[src/rtl/i2c_master_byte_engine_unit_assert.svh]
// ----------------------------------------------------------------------------
// I2C master byte engine assertion macros
// Concurrent assertion helpers that the engine's RTL uses. With SYNTH
// defined they expand to nothing.
// ----------------------------------------------------------------------------
`ifndef I2C_MASTER_BYTE_ENGINE_UNIT_ASSERT_SVH
`define I2C_MASTER_BYTE_ENGINE_UNIT_ASSERT_SVH

`ifndef SYNTH
// Checked at every rising edge of clk outside reset.
`define I2CMBE_ASSERT(lbl, prop) \
  lbl: assert property (@(posedge clk) disable iff (!rst_n) (prop)) \
    else $error("i2cmbe assertion failed");
// Checked at every rising edge of clk, reset included.
`define I2CMBE_ASSERT_ALWAYS(lbl, prop) \
  lbl: assert property (@(posedge clk) (prop)) \
    else $error("i2cmbe assertion failed");
`else
`define I2CMBE_ASSERT(lbl, prop)
`define I2CMBE_ASSERT_ALWAYS(lbl, prop)
`endif

`endif

[src/rtl/i2cmbe_pkg.sv]
// ----------------------------------------------------------------------------
// I2C master byte engine package
// Operation codes, register map and field widths shared by the engine.
// ----------------------------------------------------------------------------
package i2cmbe_pkg;

  // Operation / command codes.
  localparam logic [2:0] OP_IDLE  = 3'd0;
  localparam logic [2:0] OP_START = 3'd1;
  localparam logic [2:0] OP_WRITE = 3'd2;
  localparam logic [2:0] OP_READ  = 3'd3;
  localparam logic [2:0] OP_STOP  = 3'd4;

  // Sub-step codes within a command.
  localparam logic [1:0] SUB_0 = 2'd0;
  localparam logic [1:0] SUB_1 = 2'd1;
  localparam logic [1:0] SUB_2 = 2'd2;

  // Bits per byte before the ACK slot.
  localparam logic [3:0] BITS_PER_BYTE = 4'd8;
  localparam logic [3:0] LAST_DATA_BIT = 4'd7;

  // Register map.
  localparam int unsigned CFG_ADDR_W = 3;
  localparam logic REG_PHASE_TICKS = 1'b0;
  localparam logic [7:0] PHASE_TICKS_RESET = 8'd2;

  localparam int unsigned IN_DATA_W  = 16;
  localparam int unsigned OUT_DATA_W = 16;

  typedef struct packed {
    logic       scl_level;
    logic       sda_level;
    logic       busy_res;
    logic       done_res;
    logic [7:0] read_byte;
    logic       ack_seen;
  } result_t;

endpackage

[src/rtl/i2c_master_byte_engine_unit.sv]
// ----------------------------------------------------------------------------
// I2C master byte engine
// Byte-level I2C master: start, write byte, read byte and stop sequencing.
// ----------------------------------------------------------------------------
// Usage. Every transfer on the in_ channel is one tick of the bus timing
// engine. in_tuser carries the command, in_tdata the write byte, the ACK
// choice for reads and the sampled SDA level. Every accepted tick produces
// exactly one result transfer on the out_ channel with the SCL and SDA
// drive levels, busy and done flags, the last byte read and the ACK seen.
// A command that arrives while the engine is busy is ignored.
// Each result is registered in the output register, or the skid register
// while the output stalls. Throughput is one tick per cycle while in_tready
// is high; the whole tick update is a single short combinational pass from
// the state registers into the result register. Bus phase length is set
// by the APB register phase_ticks (ticks per SCL phase, zero acts as one).
// When the receiver stalls, an output register and a skid register hold up
// to two results; in_tready drops only while the skid register is full and
// returns once the output drains. Nothing is lost or repeated.
// Reset (rst_n low, synchronous) returns the engine to idle with SCL and
// SDA released, phase_ticks at 2 and both result registers empty.
// ----------------------------------------------------------------------------
module i2c_master_byte_engine_unit (
  input  logic        clk,
  input  logic        rst_n,
  // Input ticks.
  input  logic        in_tvalid,
  output logic        in_tready,
  input  logic [15:0] in_tdata,   // [7:0] write_data, [8] ack_after_read,
                                  // [9] sda_sample, [15:10] zero
  input  logic [2:0]  in_tuser,   // [2:0] cmd
  // Results.
  output logic        out_tvalid,
  input  logic        out_tready,
  output logic [15:0] out_tdata,  // [0] scl_level, [1] sda_level,
                                  // [2] busy_res, [3] done_res,
                                  // [11:4] read_byte, [12] ack_seen,
                                  // [15:13] zero
  // Configuration port.
  input  logic        cfg_psel,
  input  logic        cfg_penable,
  input  logic        cfg_pwrite,
  input  logic [2:0]  cfg_paddr,
  input  logic [31:0] cfg_pwdata,
  output logic [31:0] cfg_prdata,
  output logic        cfg_pready
);

  `include "i2c_master_byte_engine_unit_assert.svh"

  // --------------------------------------------------------------------------
  // Configuration register. Only the word address bit selects; byte offsets
  // within the word are ignored.
  // --------------------------------------------------------------------------
  logic [7:0] phase_ticks_r;
  logic       cfg_wr;

  assign cfg_pready = 1'b1;
  assign cfg_wr = cfg_psel & cfg_penable & cfg_pwrite & cfg_pready;

  always_ff @(posedge clk) begin
    if (!rst_n) begin
      phase_ticks_r <= i2cmbe_pkg::PHASE_TICKS_RESET;
    end else if (cfg_wr && (cfg_paddr[2] == i2cmbe_pkg::REG_PHASE_TICKS)) begin
      phase_ticks_r <= cfg_pwdata[7:0];
    end
  end

  assign cfg_prdata = (cfg_paddr[2] == i2cmbe_pkg::REG_PHASE_TICKS) ?
                      {24'd0, phase_ticks_r} : 32'd0;

  // --------------------------------------------------------------------------
  // Engine state.
  // --------------------------------------------------------------------------
  logic [2:0] op_r,    op_nxt;
  logic [1:0] sub_r,   sub_nxt;
  logic [7:0] pc_r,    pc_nxt;
  logic [3:0] bc_r,    bc_nxt;
  logic [7:0] shift_r, shift_nxt;
  logic       scl_r,   scl_nxt;
  logic       sda_r,   sda_nxt;
  logic       ack_r,   ack_nxt;
  logic [7:0] last_read_r, last_read_nxt;
  logic       send_ack_r,  send_ack_nxt;
  logic       done_nxt;

  logic [2:0] cmd;
  logic [7:0] wdata;
  logic       ackr;
  logic       sda_in;
  logic [7:0] limit;
  logic [7:0] pc_inc;
  logic       in_acc;

  assign cmd    = in_tuser;
  assign wdata  = in_tdata[7:0];
  assign ackr   = in_tdata[8];
  assign sda_in = in_tdata[9];
  assign limit  = (phase_ticks_r == 8'd0) ? 8'd1 : phase_ticks_r;
  assign pc_inc = pc_r + 8'd1;

  // One tick of the engine. Intermediate values stay local to the block.
  always_comb begin
    logic [7:0] sh_new;
    logic [3:0] bc_new;
    op_nxt        = op_r;
    sub_nxt       = sub_r;
    pc_nxt        = pc_r;
    bc_nxt        = bc_r;
    shift_nxt     = shift_r;
    scl_nxt       = scl_r;
    sda_nxt       = sda_r;
    ack_nxt       = ack_r;
    last_read_nxt = last_read_r;
    send_ack_nxt  = send_ack_r;
    done_nxt      = 1'b0;
    sh_new        = {shift_r[6:0], 1'b0};
    bc_new        = bc_r + 4'd1;

    if (op_r == i2cmbe_pkg::OP_IDLE) begin
      // Accept a new command; its first phase starts on this tick.
      unique case (cmd)
        i2cmbe_pkg::OP_START: begin
          op_nxt  = cmd;
          sub_nxt = i2cmbe_pkg::SUB_0;
          pc_nxt  = 8'd0;
          bc_nxt  = 4'd0;
          sda_nxt = 1'b1;
          scl_nxt = 1'b1;
        end
        i2cmbe_pkg::OP_WRITE: begin
          op_nxt    = cmd;
          sub_nxt   = i2cmbe_pkg::SUB_0;
          pc_nxt    = 8'd0;
          bc_nxt    = 4'd0;
          shift_nxt = wdata;
          scl_nxt   = 1'b0;
          sda_nxt   = wdata[7];
        end
        i2cmbe_pkg::OP_READ: begin
          op_nxt       = cmd;
          sub_nxt      = i2cmbe_pkg::SUB_0;
          pc_nxt       = 8'd0;
          bc_nxt       = 4'd0;
          shift_nxt    = 8'd0;
          send_ack_nxt = ackr;
          scl_nxt      = 1'b0;
          sda_nxt      = 1'b1;
        end
        i2cmbe_pkg::OP_STOP: begin
          op_nxt  = cmd;
          sub_nxt = i2cmbe_pkg::SUB_0;
          pc_nxt  = 8'd0;
          bc_nxt  = 4'd0;
          scl_nxt = 1'b0;
          sda_nxt = 1'b0;
        end
        default: begin
          // No command, or an unused code: stay idle.
        end
      endcase
    end else if (pc_inc < limit) begin
      pc_nxt = pc_inc;
    end else begin
      // End of the current bus phase.
      pc_nxt = 8'd0;
      if ((op_r == i2cmbe_pkg::OP_START) || (op_r == i2cmbe_pkg::OP_STOP)) begin
        if (sub_r >= i2cmbe_pkg::SUB_2) begin
          op_nxt   = i2cmbe_pkg::OP_IDLE;
          sub_nxt  = i2cmbe_pkg::SUB_0;
          done_nxt = 1'b1;
        end else begin
          sub_nxt = sub_r + 2'd1;
          if (op_r == i2cmbe_pkg::OP_START) begin
            // Start: pull SDA low under high SCL, then pull SCL low.
            if (sub_r == i2cmbe_pkg::SUB_0) sda_nxt = 1'b0;
            else                            scl_nxt = 1'b0;
          end else begin
            // Stop: raise SCL first, then release SDA.
            if (sub_r == i2cmbe_pkg::SUB_0) scl_nxt = 1'b1;
            else                            sda_nxt = 1'b1;
          end
        end
      end else if (sub_r == i2cmbe_pkg::SUB_0) begin
        // Low phase over: raise SCL.
        sub_nxt = i2cmbe_pkg::SUB_1;
        scl_nxt = 1'b1;
      end else if (bc_r >= i2cmbe_pkg::BITS_PER_BYTE) begin
        // End of the ninth clock: sample the slave's ACK on writes.
        if (op_r == i2cmbe_pkg::OP_WRITE) ack_nxt = ~sda_in;
        scl_nxt  = 1'b0;
        sda_nxt  = 1'b1;
        op_nxt   = i2cmbe_pkg::OP_IDLE;
        sub_nxt  = i2cmbe_pkg::SUB_0;
        done_nxt = 1'b1;
      end else begin
        // End of a data bit's high phase: shift and start the next low phase.
        if (op_r == i2cmbe_pkg::OP_READ) begin
          sh_new = {shift_r[6:0], sda_in};
          if (bc_r == i2cmbe_pkg::LAST_DATA_BIT) last_read_nxt = sh_new;
        end
        shift_nxt = sh_new;
        bc_nxt    = bc_new;
        sub_nxt   = i2cmbe_pkg::SUB_0;
        scl_nxt   = 1'b0;
        if (op_r == i2cmbe_pkg::OP_WRITE) begin
          sda_nxt = (bc_new < i2cmbe_pkg::BITS_PER_BYTE) ? sh_new[7] : 1'b1;
        end else begin
          sda_nxt = (bc_new < i2cmbe_pkg::BITS_PER_BYTE) ? 1'b1 : ~send_ack_r;
        end
      end
    end
  end

  always_ff @(posedge clk) begin
    if (!rst_n) begin
      op_r        <= i2cmbe_pkg::OP_IDLE;
      sub_r       <= i2cmbe_pkg::SUB_0;
      pc_r        <= 8'd0;
      bc_r        <= 4'd0;
      shift_r     <= 8'd0;
      scl_r       <= 1'b1;
      sda_r       <= 1'b1;
      ack_r       <= 1'b0;
      last_read_r <= 8'd0;
      send_ack_r  <= 1'b0;
    end else if (in_acc) begin
      op_r        <= op_nxt;
      sub_r       <= sub_nxt;
      pc_r        <= pc_nxt;
      bc_r        <= bc_nxt;
      shift_r     <= shift_nxt;
      scl_r       <= scl_nxt;
      sda_r       <= sda_nxt;
      ack_r       <= ack_nxt;
      last_read_r <= last_read_nxt;
      send_ack_r  <= send_ack_nxt;
    end
  end

  // --------------------------------------------------------------------------
  // Result register with a skid register behind it.
  // --------------------------------------------------------------------------
  i2cmbe_pkg::result_t res;
  i2cmbe_pkg::result_t out_data_r, skid_data_r;
  logic out_valid_r, skid_valid_r;
  logic out_take;

  assign res.scl_level = scl_nxt;
  assign res.sda_level = sda_nxt;
  assign res.busy_res  = (op_nxt != i2cmbe_pkg::OP_IDLE);
  assign res.done_res  = done_nxt;
  assign res.read_byte = last_read_nxt;
  assign res.ack_seen  = ack_nxt;

  assign in_tready = ~skid_valid_r;
  assign in_acc    = in_tvalid & in_tready;
  assign out_take  = out_valid_r & out_tready;

  always_ff @(posedge clk) begin
    if (!rst_n) begin
      out_valid_r  <= 1'b0;
      skid_valid_r <= 1'b0;
    end else if (!out_valid_r || out_take) begin
      if (skid_valid_r) begin
        out_valid_r  <= 1'b1;
        skid_valid_r <= 1'b0;
      end else begin
        out_valid_r <= in_acc;
      end
    end else if (in_acc) begin
      skid_valid_r <= 1'b1;
    end
  end

  always_ff @(posedge clk) begin
    if (!out_valid_r || out_take) begin
      out_data_r <= skid_valid_r ? skid_data_r : res;
    end
    if (in_acc && out_valid_r && !out_take) begin
      skid_data_r <= res;
    end
  end

  assign out_tvalid = out_valid_r;
  assign out_tdata  = {3'd0, out_data_r.ack_seen, out_data_r.read_byte,
                       out_data_r.done_res, out_data_r.busy_res,
                       out_data_r.sda_level, out_data_r.scl_level};

  // --------------------------------------------------------------------------
  // Assertions.
  // --------------------------------------------------------------------------
  `I2CMBE_ASSERT(a_skid_behind_out, skid_valid_r |-> out_valid_r)
  `I2CMBE_ASSERT(a_idle_clean, (op_r == i2cmbe_pkg::OP_IDLE) |-> ((sub_r == i2cmbe_pkg::SUB_0) && (pc_r == 8'd0)))
  `I2CMBE_ASSERT(a_bit_count_range, bc_r <= i2cmbe_pkg::BITS_PER_BYTE)
  `I2CMBE_ASSERT(a_byte_sub_range,
                 ((op_r == i2cmbe_pkg::OP_WRITE) || (op_r == i2cmbe_pkg::OP_READ))
                 |-> (sub_r <= i2cmbe_pkg::SUB_1))
  `I2CMBE_ASSERT(a_stall_keeps_two,
                 (out_valid_r && !out_tready && in_acc) |=> (out_valid_r && skid_valid_r))

endmodule

[config.mk]
export PLATFORM = sky130hd
export DESIGN_NAME = i2c_master_byte_engine_unit
export DESIGN_NICKNAME = d
export VERILOG_FILES = /design/src/rtl/i2cmbe_pkg.sv /design/src/rtl/i2c_master_byte_engine_unit.sv
export VERILOG_INCLUDE_DIRS = /design/src /design/src/rtl
export SDC_FILE = /design/constraint.sdc
export NUM_CORES = 1
export LEC_CHECK = 0
export ABC_AREA = 1
export BUFFER_PORTS_ARGS = -buffer_cell sky130_fd_sc_hd__buf_2
export CAP_MARGIN = 15
export CELL_PAD_IN_SITES_DETAIL_PLACEMENT = 0
export CELL_PAD_IN_SITES_GLOBAL_PLACEMENT = 1
export CORE_MARGIN = 4
export CORE_UTILIZATION = 42
export CTS_BUF_LIST = sky130_fd_sc_hd__clkbuf_4 sky130_fd_sc_hd__clkbuf_8
export DETAILED_ROUTE_END_ITERATION = 10
export PLACE_DENSITY_LB_ADDON = 0.25
export SLEW_MARGIN = 20
export SYNTH_ARGS = -nofsm -noshare
export SYNTH_HDL_FRONTEND = slang
export SYNTH_SLANG_ARGS = --single-unit
[constraint.sdc]
create_clock -name clk -period 5.9 [get_ports clk]
set_clock_uncertainty 0.05 [all_clocks]
set_input_delay 0.885 -clock clk [delete_from_list [all_inputs] [get_ports clk]]
set_output_delay 0.885 -clock clk [all_outputs]
set_load 0.03 [all_outputs]
==> out/summary.log <==
[status] outcome finished clean
[hold_path] launch instance of the worst min-delay path shift_r[2]$_SDFFE_PN0P_
[cells_and_area] diodes inserted 0
[routing] 1st-pass router iterations 5
[global_route] met3 track demand over resource 0.03891
[placed_design] routability cong. 0.8022
[cts] clock tree from TritonCTS built
[synth] Synth Register Bits 72
[setup_path] Crit path required time 5.96 ns
[power_and_ir_drop] Sw Pwr 410.6 uW
[power_and_ir_drop] overall power consumption 1189 uW
[setup_path] critical path endpoint category flip-flop
[setup_path] highest net fanout along the worst path 12
[power_and_ir_drop] portion of total power attributed to sequential cells 0.475
[global_route] most utilized layer in the global route result met2
[routing] routed via count 3256
[routing] remaining routing DRC violations 0
[power_and_ir_drop] fraction of power spent switching nets 0.3454
[setup_path] Crit-path slowest cell sky130_fd_sc_hd__a211oi_2
[power_and_ir_drop] maximum ir drop on the vdd rail 0.0001223 V
[global_route] aggregate global routing overflow 0
[cts] post-CTS setup repair buffer count 0
[sta] number of pins exceeding their max-slew limit in the final report 0
[synth] sequential cell area fraction in the yosys report 0.4292
[synth] async set-reset flop share out of synthesis 0
[sta] total negative slack 0 ns
[sta] final-report setup violation count 0
[hold_path] WHS Path Cells 2
[die] initial standard-cell utilization of the core 0.4312
[cts] Root Buffer Master sky130_fd_sc_hd__clkbuf_8
[die] die footprint 11060 sq um
[sta] post-layout min period 3.056 ns
[power_and_ir_drop] portion of total power attributed to the clock network 0.309
[cts] clock latency reported for the late side of the worst-skew pair 0.36 ns
[synth] combined area of all synthesized cells 3965 sq um
[routing] count of routing violations after the opening detailed-route iteration 174
[sta] Tightest Pin Transition 1.015 ns
[die] Placeable Area 9196 sq um
[power_and_ir_drop] combinational fraction of design power 0.216
[routing] wire length reported by the detailed router 8606 um
[die] number of core rows 35
[setup_path] dominant cell type by count on the critical path sky130_fd_sc_hd__nand2_1
[sta] number of hold violations in the final report 0
[global_route] global-route usage over all layers 0.1635
[cts] htree depth 3
[power_and_ir_drop] Leakage Power 0.002058 uW
[cells_and_area] Layout Nets 630
[hold_path] endpoint with the worst hold slack shift_r[2]$_SDFFE_PN0P_
[cts] Clock Pin Slew Worst Setup and Hold Paths 0.08 ns
[synth] total of warnings raised by yosys 0
[routing] routed len/inst 12.75 um
[setup_path] data arrival time of the critical path 3.12 ns
[global_route] global-route track usage on met1 0.2086
[placed_design] Port Buffers 51
[global_route] global routing met2 resource utilization 0.2676
[placed_design] estimated wirelength of the detail-placed design 6453 um
[routing] average via count per standard cell 4.824
[cts] buffer depth of the longest clock path 2
[cells_and_area] Area growth, synth to finish 9.845%
[sta] unrepaired setup endpoints after global routing false
[synth] number of enable flip-flop cells after synthesis 26
[setup_path] list of cells traversed by the critical path nand3_1 -> nor2_1 -> inv_1 -> nor2_1 -> nand2_1 -> xor2_1 -> inv_1 -> ha_1 -> nand2_1 -> nor2_1 -> a211oi_2 -> nand2_4 -> nand2_2 -> nand3_2 -> nor2_1 -> nand2_1 -> nand2_1 -> nand2_1
[cells_and_area] fraction of layout instances using a drive strength above 1 0.1879
[die] num ports 112
[power_and_ir_drop] power density over the cells 272.9 nW/um^2
[routing] number of antenna-violating nets in the routed design 0
[cts] number of clock buffers inserted by TritonCTS 9
[cells_and_area] top library cells by usage in the layout, fill and taps aside 103 x sky130_fd_sc_hd__nand2_1, 57 x sky130_fd_sc_hd__inv_1, 52 x sky130_fd_sc_hd__nor2_1, 51 x sky130_fd_sc_hd__buf_2, 46 x sky130_fd_sc_hd__dfxtp_1
[die] Die Y 105.2 um
[synth] dominant register cell in the synthesized netlist sky130_fd_sc_hd__dfxtp_1
[sta] final clock period utilization by the worst path 0.5180
[setup_path] Critical Path Source Type flip-flop
[setup_path] minimum setup slack among reg-to-reg paths 2.84 ns
[cts] post-cts repair resize count 0
[synth] number of standard cells after synthesis 514
[global_route] wire length of the first global-routing pass 14640 um
[sta] relative slew slack 0.3210
[sta] highest achievable clock rate 0.3272 GHz
[hold_path] worst min-delay path class flip-flop to flip-flop
[power_and_ir_drop] cell internal pwr 778.2 uW
[global_route] maximum number of pins on one net before global-route repair 36
[cts] number of sinks driven by the clock tree 72
[synth] number of distinct library cells after synthesis 43
[cells_and_area] most common library cell in the layout ignoring fill and taps sky130_fd_sc_hd__nand2_1
[setup_path] Setup Crit Path Kind flip-flop to flip-flop
[die] die width 105.2 um
[synth] average cell area after synthesis 7.714 sq um
[job] Max Cap Violations 0
[setup_path] Worst R2R Path Depth 18
[cts] post-cts hold buffer count 0
[setup_path] crit-path max cell delay 0.43 ns
[global_route] vias in the first global route 2993
[setup_path] worst reg2reg endpoint out_tdata[2]$_DFFE_PP_
[global_route] number of antenna violations at the first check in global routing 0
[setup_path] startpoint of the lowest-slack register-to-register path pc_r[0]$_SDFFE_PN0P_
==> worst max-delay path by stage <==
stage / start / endpoint
global route: pc_r[0]$_SDFFE_PN0P_ / out_tdata[2]$_DFFE_PP_
CTS: pc_r[0]$_SDFFE_PN0P_ / out_tdata[2]$_DFFE_PP_
detailed placement: pc_r[0]$_SDFFE_PN0P_ / out_tdata[2]$_DFFE_PP_
finish: pc_r[0]$_SDFFE_PN0P_ / out_tdata[2]$_DFFE_PP_
floorplan: pc_r[0]$_SDFFE_PN0P_ / out_tdata[2]$_DFFE_PP_
global placement: pc_r[0]$_SDFFE_PN0P_ / out_tdata[2]$_DFFE_PP_
==> registers in the layout, summed over array words and instances (netlist names), 2 cells and up <==
signal         flops
sub_r              2
op_r               3
skid_data_r       13
last_read_r        8
bc_r               4
shift_r            7
pc_r               8
out_tdata         13
phase_ticks_r      8
==> Yosys cell counts, types with 5 or more instances <==
cell type | number | area (sq um)
sky130_fd_sc_hd__o21ai_0 | 26 | 130.1
sky130_fd_sc_hd__edfxtp_1 | 26 | 780.8
sky130_fd_sc_hd__a21oi_1 | 37 | 185.2
sky130_fd_sc_hd__nor2_2 | 5 | 31.28
sky130_fd_sc_hd__nand2_2 | 10 | 62.56
sky130_fd_sc_hd__nor2_1 | 52 | 195.2
sky130_fd_sc_hd__nand4_1 | 7 | 43.79
sky130_fd_sc_hd__inv_1 | 57 | 214.0
sky130_fd_sc_hd__clkbuf_1 | 10 | 37.54
sky130_fd_sc_hd__ha_1 | 10 | 125.1
sky130_fd_sc_hd__dfxtp_1 | 46 | 920.9
sky130_fd_sc_hd__o21ai_1 | 10 | 50.05
sky130_fd_sc_hd__nand3_1 | 27 | 135.1
sky130_fd_sc_hd__xor2_1 | 5 | 43.79
sky130_fd_sc_hd__o21ai_2 | 8 | 70.07
sky130_fd_sc_hd__nand2_1 | 103 | 386.6
sky130_fd_sc_hd__buf_4 | 29 | 217.7
==> per-stage QoR <==
stage               utilization  std cells  hold WS [ns]  area [sq um]  setup slack (ns)
finish                   0.4736        675        0.4152          4355             2.844
detailed placement       0.4535        659        0.4049          4170             2.848
CTS                      0.4736        675        0.4160          4355             2.800
global placement         0.4535        659        0.4015          4170             2.841
floorplan                     -        540        0.3910          4063             3.239
global route             0.4736        675        0.4314          4355             2.467
==> layout make-up <==
cell class                 count  area, sq um
fill                         995         4841
multi-input combinational    361         1827
sequential                    72         1702
timing repair buffer          53        270.3
inverter                      62        232.7
tap                          111        138.9
clock buffer                   9        123.9
clock inverter                 7        61.31
==> critical path, delay by kind of cell (launching register included) <==
kind                     cells  cell delay, ns
buffers and inverters        2            0.15
flip-flops                   1            0.41
AND/OR/NAND/NOR             13            1.33
AO/OA/AOI/OAI                1            0.43
adder cells (fa/ha/maj)      1            0.32
XOR/XNOR                     1            0.12
==> cell families (layout without fill, tap and decap cells) <==
logic type	count (synthesis)	after routing	synth area share
simple gates	220	220	0.2465
buf+inv	107	131	0.1347
compound gates	96	96	0.1401
flops	72	72	0.4292
fa+ha+maj	11	11	0.03440
xor+xnor	6	6	0.01325
other cells	2	28	0.001894
==> routing by layer <==
metal	vias to the layer above	part of all wire
met2	71	0.48
met4	0	0.015
met1	1458	0.46
li1	1713	-
met5	-	0
met3	14	0.043
==> power by group through the flow <==
stage / sequential, uW / combinational, uW / clock (uW)
after floorplan: 602 / 188 / 0
after global placement: 576 / 254 / 0
after detailed placement: 576 / 257 / 0
after CTS: 565 / 258 / 381
after global routing: 569 / 289 / 402
final: 565 / 256 / 367
No activity file was read; power rests on OpenSTA's default activity.
